## src/rtl/biq_pkg.sv

```systemverilog
// Shared types for the biquad filter: multiplier operand selects and the
// command word that the controller sends to the datapath. No dependencies.
`default_nettype none

package biq_pkg;

  // Register indexes of the coefficient port.
  localparam logic [2:0] RegB0 = 3'd0;
  localparam logic [2:0] RegB1 = 3'd1;
  localparam logic [2:0] RegB2 = 3'd2;
  localparam logic [2:0] RegA1 = 3'd3;
  localparam logic [2:0] RegA2 = 3'd4;

  // Operand pair fed to the shared multiplier.
  typedef enum logic [2:0] {
    MUL_XB0 = 3'd0,
    MUL_XB1 = 3'd1,
    MUL_XB2 = 3'd2,
    MUL_A1Y = 3'd3,
    MUL_A2Y = 3'd4
  } mul_sel_e;

  // Commands from the controller to the datapath.
  typedef struct packed {
    logic     ld_x;      // capture the input sample
    logic     mul_en;    // register a new product
    mul_sel_e mul_sel;   // operands of that product
    logic     ld_acc;    // acc = x*b0 + delay_one
    logic     ld_t1;     // x*b1 + delay_two
    logic     ld_t2;     // x*b2
    logic     ld_n1;     // new delay_one before commit
    logic     commit;    // update delays and load the result word
    logic     clear;     // zero delays and load a zero result word
  } biq_cmd_t;

endpackage

`default_nettype wire

```

## src/rtl/biq_datapath.sv

```systemverilog
// Biquad datapath: coefficient registers, delay registers, one shared
// 32x32 multiplier with a product register, and the result word register.
// Depends on biq_pkg.
`default_nettype none

module biq_datapath
  import biq_pkg::*;
(
  input  wire logic               clk_i,
  input  wire logic               rst_ni,
  input  wire biq_cmd_t           cmd_i,
  input  wire logic signed [15:0] sample_i,
  input  wire logic               cfg_we_i,
  input  wire logic [2:0]         cfg_addr_i,
  input  wire logic [31:0]        cfg_wdata_i,
  output logic signed [15:0]      sample_o,
  output logic                    sat_o
);

  // Clamp a 42-bit value to the 40-bit delay range.
  function automatic logic [39:0] clamp40(input logic [41:0] v);
    logic ovf;
    ovf = !((&v[41:39]) || !(|v[41:39]));
    if (!ovf) begin
      clamp40 = v[39:0];
    end else if (v[41]) begin
      clamp40 = {1'b1, 39'd0};
    end else begin
      clamp40 = {1'b0, {39{1'b1}}};
    end
  endfunction

  function automatic logic ovf40(input logic [41:0] v);
    ovf40 = !((&v[41:39]) || !(|v[41:39]));
  endfunction

  logic signed [31:0] coef_b0_q, coef_b1_q, coef_b2_q, coef_a1_q, coef_a2_q;
  logic signed [39:0] d1_q, d2_q;
  logic signed [15:0] x_q;
  logic signed [63:0] prod_q;
  logic signed [40:0] acc_q;
  logic signed [40:0] t1_q;
  logic signed [34:0] t2_q;
  logic signed [39:0] n1_q;
  logic               n1_sat_q;
  logic signed [15:0] out_q;
  logic               out_sat_q;

  logic signed [31:0] op_a, op_b, y_w;
  logic signed [63:0] prod_d, r13_full, r29_full;
  logic signed [34:0] r13_w, r29_w;
  logic signed [41:0] n1_full, n2_full, s_full;
  logic signed [25:0] s_shift;
  logic signed [15:0] s_clamp;
  logic               s_ovf;
  logic               cfg_hit;

  // Coefficient writes; any write to a defined register clears the state.
  assign cfg_hit = cfg_we_i && (cfg_addr_i == RegB0 || cfg_addr_i == RegB1 ||
                   cfg_addr_i == RegB2 || cfg_addr_i == RegA1 ||
                   cfg_addr_i == RegA2);

  always_ff @(posedge clk_i or negedge rst_ni) begin
    if (!rst_ni) begin
      coef_b0_q <= 32'sh2000_0000;
      coef_b1_q <= '0;
      coef_b2_q <= '0;
      coef_a1_q <= '0;
      coef_a2_q <= '0;
    end else if (cfg_we_i) begin
      case (cfg_addr_i)
        RegB0:   coef_b0_q <= cfg_wdata_i;
        RegB1:   coef_b1_q <= cfg_wdata_i;
        RegB2:   coef_b2_q <= cfg_wdata_i;
        RegA1:   coef_a1_q <= cfg_wdata_i;
        RegA2:   coef_a2_q <= cfg_wdata_i;
        default: ;
      endcase
    end
  end

  // Feedback operand: acc limited to the 32-bit signed range.
  always_comb begin
    if (acc_q[40] && !(&acc_q[40:31])) begin
      y_w = 32'sh8000_0000;
    end else if (!acc_q[40] && (|acc_q[40:31])) begin
      y_w = 32'sh7fff_ffff;
    end else begin
      y_w = acc_q[31:0];
    end
  end

  // Shared multiplier operand selection.
  always_comb begin
    case (cmd_i.mul_sel)
      MUL_XB0: begin op_a = 32'(x_q); op_b = coef_b0_q; end
      MUL_XB1: begin op_a = 32'(x_q); op_b = coef_b1_q; end
      MUL_XB2: begin op_a = 32'(x_q); op_b = coef_b2_q; end
      MUL_A1Y: begin op_a = coef_a1_q; op_b = y_w; end
      MUL_A2Y: begin op_a = coef_a2_q; op_b = y_w; end
      default: begin op_a = '0; op_b = '0; end
    endcase
    prod_d = op_a * op_b;
  end

  // Rounded rescaling of the registered product to delay scale.
  always_comb begin
    r13_full = (prod_q + 64'sd4096) >>> 13;
    r29_full = (prod_q + 64'sd268435456) >>> 29;
    r13_w    = r13_full[34:0];
    r29_w    = r29_full[34:0];
    n1_full  = 42'(t1_q) - 42'(r29_w);
    n2_full  = 42'(t2_q) - 42'(r29_w);
  end

  // Output sample: acc rounded to 16 bits and saturated.
  always_comb begin
    s_full  = 42'(acc_q) + 42'sd32768;
    s_shift = 26'(s_full >>> 16);
    s_ovf   = !((&s_shift[25:15]) || !(|s_shift[25:15]));
    if (!s_ovf) begin
      s_clamp = s_shift[15:0];
    end else if (s_shift[25]) begin
      s_clamp = 16'sh8000;
    end else begin
      s_clamp = 16'sh7fff;
    end
  end

  // Working registers of one filter step.
  always_ff @(posedge clk_i) begin
    if (cmd_i.ld_x) begin
      x_q <= sample_i;
    end
    if (cmd_i.mul_en) begin
      prod_q <= prod_d;
    end
    if (cmd_i.ld_acc) begin
      acc_q <= 41'(r13_w) + 41'(d1_q);
    end
    if (cmd_i.ld_t1) begin
      t1_q <= 41'(r13_w) + 41'(d2_q);
    end
    if (cmd_i.ld_t2) begin
      t2_q <= r13_w;
    end
    if (cmd_i.ld_n1) begin
      n1_q     <= clamp40(n1_full);
      n1_sat_q <= ovf40(n1_full);
    end
  end

  // Delay state.
  always_ff @(posedge clk_i or negedge rst_ni) begin
    if (!rst_ni) begin
      d1_q <= '0;
      d2_q <= '0;
    end else if (cfg_hit || cmd_i.clear) begin
      d1_q <= '0;
      d2_q <= '0;
    end else if (cmd_i.commit) begin
      d1_q <= n1_q;
      d2_q <= clamp40(n2_full);
    end
  end

  // Result word register.
  always_ff @(posedge clk_i) begin
    if (cmd_i.clear) begin
      out_q     <= '0;
      out_sat_q <= 1'b0;
    end else if (cmd_i.commit) begin
      out_q     <= s_clamp;
      out_sat_q <= s_ovf || n1_sat_q || ovf40(n2_full);
    end
  end

  assign sample_o = out_q;
  assign sat_o    = out_sat_q;

endmodule

`default_nettype wire

```

## src/rtl/biq_ctrl.sv

```systemverilog
// Biquad controller: one-hot sequencer over the shared multiplier steps and
// the valid flag of the result word register. Depends on biq_pkg.
`default_nettype none

module biq_ctrl
  import biq_pkg::*;
(
  input  wire logic clk_i,
  input  wire logic rst_ni,
  input  wire logic in_valid_i,
  input  wire logic in_mode_i,
  output logic      in_ready_o,
  input  wire logic out_ready_i,
  output logic      out_valid_o,
  output biq_cmd_t  cmd_o
);

  typedef enum logic [7:0] {
    ST_IDLE = 8'b0000_0001,
    ST_MB0  = 8'b0000_0010,
    ST_MB1  = 8'b0000_0100,
    ST_MB2  = 8'b0000_1000,
    ST_MA1  = 8'b0001_0000,
    ST_MA2  = 8'b0010_0000,
    ST_FIN  = 8'b0100_0000,
    ST_CLR  = 8'b1000_0000
  } state_e;

  state_e state_q, state_d;
  logic   out_valid_q, out_valid_d;
  logic   out_free;

  // The result register can take a new word when empty or being drained.
  assign out_free   = !out_valid_q || out_ready_i;
  assign in_ready_o = (state_q == ST_IDLE);

  // Next state and datapath commands.
  always_comb begin
    state_d       = state_q;
    cmd_o         = '0;
    cmd_o.mul_sel = MUL_XB0;
    case (state_q)
      ST_IDLE: begin
        if (in_valid_i) begin
          cmd_o.ld_x = 1'b1;
          state_d    = in_mode_i ? ST_CLR : ST_MB0;
        end
      end
      ST_MB0: begin
        cmd_o.mul_en  = 1'b1;
        cmd_o.mul_sel = MUL_XB0;
        state_d       = ST_MB1;
      end
      ST_MB1: begin
        cmd_o.ld_acc  = 1'b1;
        cmd_o.mul_en  = 1'b1;
        cmd_o.mul_sel = MUL_XB1;
        state_d       = ST_MB2;
      end
      ST_MB2: begin
        cmd_o.ld_t1   = 1'b1;
        cmd_o.mul_en  = 1'b1;
        cmd_o.mul_sel = MUL_XB2;
        state_d       = ST_MA1;
      end
      ST_MA1: begin
        cmd_o.ld_t2   = 1'b1;
        cmd_o.mul_en  = 1'b1;
        cmd_o.mul_sel = MUL_A1Y;
        state_d       = ST_MA2;
      end
      ST_MA2: begin
        cmd_o.ld_n1   = 1'b1;
        cmd_o.mul_en  = 1'b1;
        cmd_o.mul_sel = MUL_A2Y;
        state_d       = ST_FIN;
      end
      ST_FIN: begin
        if (out_free) begin
          cmd_o.commit = 1'b1;
          state_d      = ST_IDLE;
        end
      end
      ST_CLR: begin
        if (out_free) begin
          cmd_o.clear = 1'b1;
          state_d     = ST_IDLE;
        end
      end
      default: begin
        state_d = ST_IDLE;
      end
    endcase
  end

  // Result valid: set when a word is loaded, dropped when it is taken.
  always_comb begin
    out_valid_d = out_valid_q;
    if (cmd_o.commit || cmd_o.clear) begin
      out_valid_d = 1'b1;
    end else if (out_ready_i) begin
      out_valid_d = 1'b0;
    end
  end

  always_ff @(posedge clk_i or negedge rst_ni) begin
    if (!rst_ni) begin
      state_q     <= ST_IDLE;
      out_valid_q <= 1'b0;
    end else begin
      state_q     <= state_d;
      out_valid_q <= out_valid_d;
    end
  end

  assign out_valid_o = out_valid_q;

endmodule

`default_nettype wire

```

## src/rtl/biquad_iir_filter.sv

```systemverilog
// Top level of the biquad IIR filter (transposed direct form II).
// Instantiates biq_ctrl and biq_datapath; depends on biq_pkg.
//
//   channel   direction  tdata             tuser
//   s_axis    in         [15:0] sample_in  [0] mode (1 = clear state)
//   m_axis    out        [15:0] sample_out [0] saturated
//   cfg       in         cfg_wdata_i[31:0] to register cfg_addr_i (0..4)
//
// A filter word steps through MB0, MB1, MB2, MA1 and MA2, one state for each
// of the five products on the shared 32x32 multiplier, and FIN loads the result
// register; a clear word goes through CLR alone. A new word is accepted in the
// cycle after the previous result is loaded, so none is taken while one is in work.
// If the result register is still full, the step holds in its last state.
// Reset loads b0 = 1.0, clears the other coefficients and both delays.
`default_nettype none

module biquad_iir_filter
  import biq_pkg::*;
(
  input  wire logic        clk_i,
  input  wire logic        rst_ni,
  // Input words.
  input  wire logic        s_axis_tvalid,
  output logic             s_axis_tready,
  input  wire logic [15:0] s_axis_tdata,   // [15:0] sample_in
  input  wire logic [0:0]  s_axis_tuser,   // [0] mode
  // Result words.
  output logic             m_axis_tvalid,
  input  wire logic        m_axis_tready,
  output logic [15:0]      m_axis_tdata,   // [15:0] sample_out
  output logic [0:0]       m_axis_tuser,   // [0] saturated
  // Coefficient writes.
  input  wire logic        cfg_we_i,
  input  wire logic [2:0]  cfg_addr_i,
  input  wire logic [31:0] cfg_wdata_i
);

  biq_cmd_t           cmd;
  logic signed [15:0] sample_out;
  logic               sat;

  biq_ctrl u_ctrl (
    .clk_i       (clk_i),
    .rst_ni      (rst_ni),
    .in_valid_i  (s_axis_tvalid),
    .in_mode_i   (s_axis_tuser[0]),
    .in_ready_o  (s_axis_tready),
    .out_ready_i (m_axis_tready),
    .out_valid_o (m_axis_tvalid),
    .cmd_o       (cmd)
  );

  biq_datapath u_datapath (
    .clk_i       (clk_i),
    .rst_ni      (rst_ni),
    .cmd_i       (cmd),
    .sample_i    (s_axis_tdata),
    .cfg_we_i    (cfg_we_i),
    .cfg_addr_i  (cfg_addr_i),
    .cfg_wdata_i (cfg_wdata_i),
    .sample_o    (sample_out),
    .sat_o       (sat)
  );

  assign m_axis_tdata    = sample_out;
  assign m_axis_tuser[0] = sat;

endmodule

`default_nettype wire
```

## config.mk

```make
export PLATFORM = sky130hd
export DESIGN_NAME = biquad_iir_filter
export DESIGN_NICKNAME = d
export VERILOG_FILES = /design/src/rtl/biq_pkg.sv /design/src/rtl/biq_datapath.sv /design/src/rtl/biq_ctrl.sv /design/src/rtl/biquad_iir_filter.sv
export SDC_FILE = /design/constraint.sdc
export NUM_CORES = 2
export LEC_CHECK = 0
export ABC_AREA = 0
export BUFFER_PORTS_ARGS = -buffer_cell sky130_fd_sc_hd__clkbuf_2
export CAP_MARGIN = 10
export CORE_UTILIZATION = 55
export CTS_BUF_LIST = sky130_fd_sc_hd__clkbuf_4
export DETAILED_ROUTE_END_ITERATION = 6
export PLACE_DENSITY = 0.71
export SYNTH_ARGS = -nofsm -noshare
export SYNTH_HDL_FRONTEND = slang
export SYNTH_HIERARCHICAL = 1
export SYNTH_SLANG_ARGS = --single-unit
```

## constraint.sdc

```tcl
create_clock -name clk_i -period 18.7 [get_ports clk_i]
set_input_delay 2.805 -clock clk_i [delete_from_list [all_inputs] [get_ports clk_i]]
set_output_delay 2.805 -clock clk_i [all_outputs]
set_load 0.005 [all_outputs]
```

==> load_flow_metrics.sql <==
INSERT INTO impl_metrics (metric_group, metric, value, unit) VALUES
('clock_network', 'post_cts_buffers', '0', ''),
('detailed_routing', 'route.vias.total', '48217', ''),
('clock_network', 'cts_repair_resize_count', '0', ''),
('timing', 'timing_hold_violations_final', '0', ''),
('floorplan', 'die_height', '340', 'um'),
('place', 'portBuffers', '75', ''),
('clock_network', 'htreeDepth', '4', ''),
('detailed_routing', 'post_drt_via_cell_ratio', '5.93', ''),
('setup_path', 'cpMaxStageDelayCell', 'sky130_fd_sc_hd__o22a_1', ''),
('timing', 'slew_headroom', '0.105', ''),
('floorplan', 'core_region_area', '0.113', 'mm^2'),
('setup_path', 'reg2reg_slack', '6.20', 'ns'),
('logic_synthesis', 'mean_post_synth_cell_area', '9.71', 'um^2'),
('setup_path', 'r2r_end', 'u_datapath/prod_q[60]$_DFFE_PP_', ''),
('flow_run', 'max_cap_violations', '0', ''),
('grt', 'grt_pass1_wl', '292000', 'um'),
('grt', 'number_of_antenna_violations_at_the_first_check_in_global_routing', '6', ''),
('clock_network', 'cts.reportedPaths.clkPinSlew', '0.07', 'ns'),
('timing', 'maxClockFrequency', '0.0800', 'GHz'),
('setup_path', 'worstPathRequired', '19.43', 'ns'),
('floorplan', 'floorplan.initialDensity', '0.557', ''),
('finish', 'final_stage_net_count', '8002', ''),
('outcome', 'status', 'finished clean', ''),
('setup_path', 'critical_path_class', 'flip-flop to flip-flop', ''),
('clock_network', 'clock_latency', '1.00', 'ns'),
('timing', 'timing.final.crit_share', '0.669', ''),
('setup_path', 'critPathMaxStageDelay', '1.10', 'ns'),
('detailed_routing', 'postRouteWirelength', '190000', 'um'),
('place', 'weighted_congestion_at_the_end_of_routability_driven_global_placement', '0.967', ''),
('logic_synthesis', 'ys_ff_latch', '488', ''),
('min_path', 'hp-start', 'u_datapath/n1_q[34]$_DFFE_PP_', ''),
('logic_synthesis', 'synthesis.yosys.warnings', '6', ''),
('setup_path', 'startpoint_type', 'flip-flop', ''),
('finish', 'postLayoutCoreUtil', '0.594', ''),
('grt', 'grt_use_total', '0.336', ''),
('detailed_routing', 'route.antenna.remaining_nets', '0', ''),
('clock_network', 'clk_path_buf_depth', '3', ''),
('detailed_routing', 'detailedRoute.firstPassIterationCount', '7', ''),
('floorplan', 'dieWidth', '340', 'um'),
('grt', 'grt_pass1_vias', '49836', ''),
('finish', 'layout-area-overhead-vs-synth', '6.65', '%'),
('timing', 'worst_clock_skew', '0.103', 'ns'),
('clock_network', 'tritoncts', 'built', ''),
('finish', 'drive_gt1_frac', '0.103', ''),
('floorplan', 'core.rowCount', '123', ''),
('timing', 'totalNegativeSetupSlack', '0', 'ns'),
('clock_network', 'hold_buffers_post_cts', '0', ''),
('setup_path', 'worst_r2r_path_depth', '34', ''),
('logic_synthesis', 'synth.distinct_cells', '100', ''),
('setup_path', 'startpoint', 'u_ctrl/state_q[1]$_DFFE_PN0P_', ''),
('logic_synthesis', 'yosysSeqAreaShare', '0.211', ''),
('logic_synthesis', 'synth_cells', '6483', ''),
('setup_path', 'crit-reg2reg-launch', 'u_ctrl/state_q[1]$_DFFE_PN0P_', ''),
('clock_network', 'clock_tree.root_cell', 'sky130_fd_sc_hd__clkbuf_4', ''),
('setup_path', 'end_kind', 'flip-flop', ''),
('floorplan', 'io_pins', '76', ''),
('place', 'post-dp-hpwl', '147000', 'um'),
('timing', 'actual_slew_at_the_worst_max_slew_pin', '1.34', 'ns'),
('logic_synthesis', 'dominantRegCellSynth', 'sky130_fd_sc_hd__dfrtp_1', ''),
('clock_network', 'cts.sink_count', '488', ''),
('setup_path', 'crit_path_frequent_cell', 'sky130_fd_sc_hd__fa_1', ''),
('timing', 'setup-violations-final', '0', ''),
('timing', 'rsz0062_at_grt', 'false', ''),
('min_path', 'worstHoldEndpoint', 'u_datapath/d1_q[34]$_DFFE_PN0P_', ''),
('clock_network', 'cts_buffers', '131', ''),
('setup_path', 'critical_path_arrival', '13.23', 'ns'),
('min_path', 'hold_path_depth', '2', ''),
('logic_synthesis', 'post_synth_net_total', '7960', ''),
('logic_synthesis', 'async_reset_ff_frac', '0.502', ''),
('min_path', 'hold_path.class', 'flip-flop to flip-flop', ''),
('detailed_routing', 'dr.first_iter.drc_count', '4214', ''),
('timing', 'timing_max_transition_violations_final', '0', ''),
('floorplan', 'dieArea', '0.116', 'mm^2'),
('setup_path', 'crit_path_max_fanout', '48', ''),
('logic_synthesis', 'number_of_flops_mapped_to_enable_cells_by_yosys', '226', ''),
('detailed_routing', 'drc', '0', ''),
('logic_synthesis', 'synth.cell_area', '0.0630', 'mm^2'),
('timing', 'final.min_clock_period', '12.50', 'ns'),
('grt', 'grt_start_max_net_pins', '111', ''),
('detailed_routing', 'avgRoutedWirePerCell', '23.4', 'um'),
('grt', 'globalRouteOverflowTotal', '0', '');
==> placed cells by master, fill, tap and decap left out, types with 27 or more instances in the layout <==
master and instances:
sky130_fd_sc_hd__a21o_1 111, sky130_fd_sc_hd__nand3_1 61, sky130_fd_sc_hd__nor2_1 796, sky130_fd_sc_hd__ha_1 335
sky130_fd_sc_hd__clkbuf_4 197, sky130_fd_sc_hd__nor2b_1 43, sky130_fd_sc_hd__and3_1 33, sky130_fd_sc_hd__nand4_1 40
sky130_fd_sc_hd__xor2_1 100, sky130_fd_sc_hd__o21a_1 32, sky130_fd_sc_hd__edfxtp_1 226, sky130_fd_sc_hd__mux2_2 161
sky130_fd_sc_hd__o21ai_0 148, sky130_fd_sc_hd__xnor2_1 184, sky130_fd_sc_hd__dfrtp_1 243, sky130_fd_sc_hd__a211oi_1 27
sky130_fd_sc_hd__nand2_1 639, sky130_fd_sc_hd__and2_1 30, sky130_fd_sc_hd__mux2i_1 95, sky130_fd_sc_hd__buf_4 119
sky130_fd_sc_hd__nor3_1 39, sky130_fd_sc_hd__fa_1 1085, sky130_fd_sc_hd__inv_1 1031, sky130_fd_sc_hd__clkbuf_2 75
sky130_fd_sc_hd__o21bai_1 32, sky130_fd_sc_hd__nand2b_1 55, sky130_fd_sc_hd__a21oi_1 278, sky130_fd_sc_hd__o22a_1 29
==> worst max-delay path, delay by kind of cell (launching register included) <==
kind / cells / cell delay [ns]
compound gates: 7 / 2.66
xor+xnor: 1 / 0.14
fa+ha+maj: 9 / 4.58
buf+inv: 5 / 1.59
flops: 1 / 0.40
simple gates: 12 / 2.82
==> cells by family after synthesis <==
logic type	synth area share
XOR/XNOR	0.0396
AO/OA/AOI/OAI	0.0894
buffers and inverters	0.0792
flip-flops	0.211
AND/OR/NAND/NOR	0.126
multiplexers	0.0439
adder cells (fa/ha/maj)	0.412
==> sequential cells by signal (all words and copies together) (netlist names), 35 cells and up <==
register,cells
u_datapath/acc_q,41
u_datapath/d1_q,40
u_datapath/d2_q,36
u_datapath/n1_q,40
u_datapath/prod_q,52
u_datapath/t1_q,41
u_datapath/t2_q,35
==> per-stage QoR <==
| stage | setup slack, ns | cells | cell area (um^2) | hold slack (ns) |
|---|---|---|---|---|
| 2_1_floorplan | 8.79 | 6483 | 63000 | 0.466 |
| 3_3_place_gp | 6.67 | 7891 | 65400 | 0.458 |
| 3_5_place_dp | 6.44 | 7891 | 65400 | 0.462 |
| 4_1_cts | 6.43 | 8133 | 67100 | 0.437 |
| 5_1_grt | 5.82 | 8136 | 67100 | 0.490 |
| 6_report | 6.20 | 8136 | 67100 | 0.446 |
==> cells in the mapped netlist (all sizes together) (101+ instances only) <==
cell type	number	area, um^2
nor2	805	3030
clkbuf	238	897
mux2	161	1810
xor2	101	885
dfrtp	243	6080
o21ai	164	840
ha	335	4190
edfxtp	226	6790
a21o	112	841
inv	1032	3870
nand2	641	2410
fa	1085	21700
xnor2	184	1610
a21oi	292	1480
==> metal layers <==
layer / vias to the layer above / track usage / part of all wire
met5: - / 0 / 0.000084
met4: 2 / 0.161 / 0.052
met3: 521 / 0.0860 / 0.10
met2: 2373 / 0.509 / 0.45
met1: 24520 / 0.451 / 0.39
li1: 20801 / - / -
==> layout make-up <==
class                           instances  area, um^2
Fill cell                            9703       45800
Antenna cell                            2        5.00
Tap cell                             1500        1880
Clock buffer                          197        1480
Sequential cell                       488       13300
Timing Repair Buffer                  195        1280
Inverter                             1032        3870
Multi-Input combinational cell       4677       45100
Clock inverter                         45         287
==> worst max path at each step <==
stage                                      end  slack (ns)  cells past startpoint
2_1_floorplan  u_datapath/prod_q[57]$_DFFE_PP_        8.79                     37
3_3_place_gp   u_datapath/prod_q[62]$_DFFE_PP_        6.67                     35
3_5_place_dp   u_datapath/prod_q[62]$_DFFE_PP_        6.44                     35
4_1_cts        u_datapath/prod_q[62]$_DFFE_PP_        6.43                     35
5_1_grt        u_datapath/prod_q[56]$_DFFE_PP_        5.82                     35
6_report       u_datapath/prod_q[60]$_DFFE_PP_        6.20                     34
Power is not shown: default switching activity piles up to over one toggle a cycle in this logic, so the estimate is an artifact.
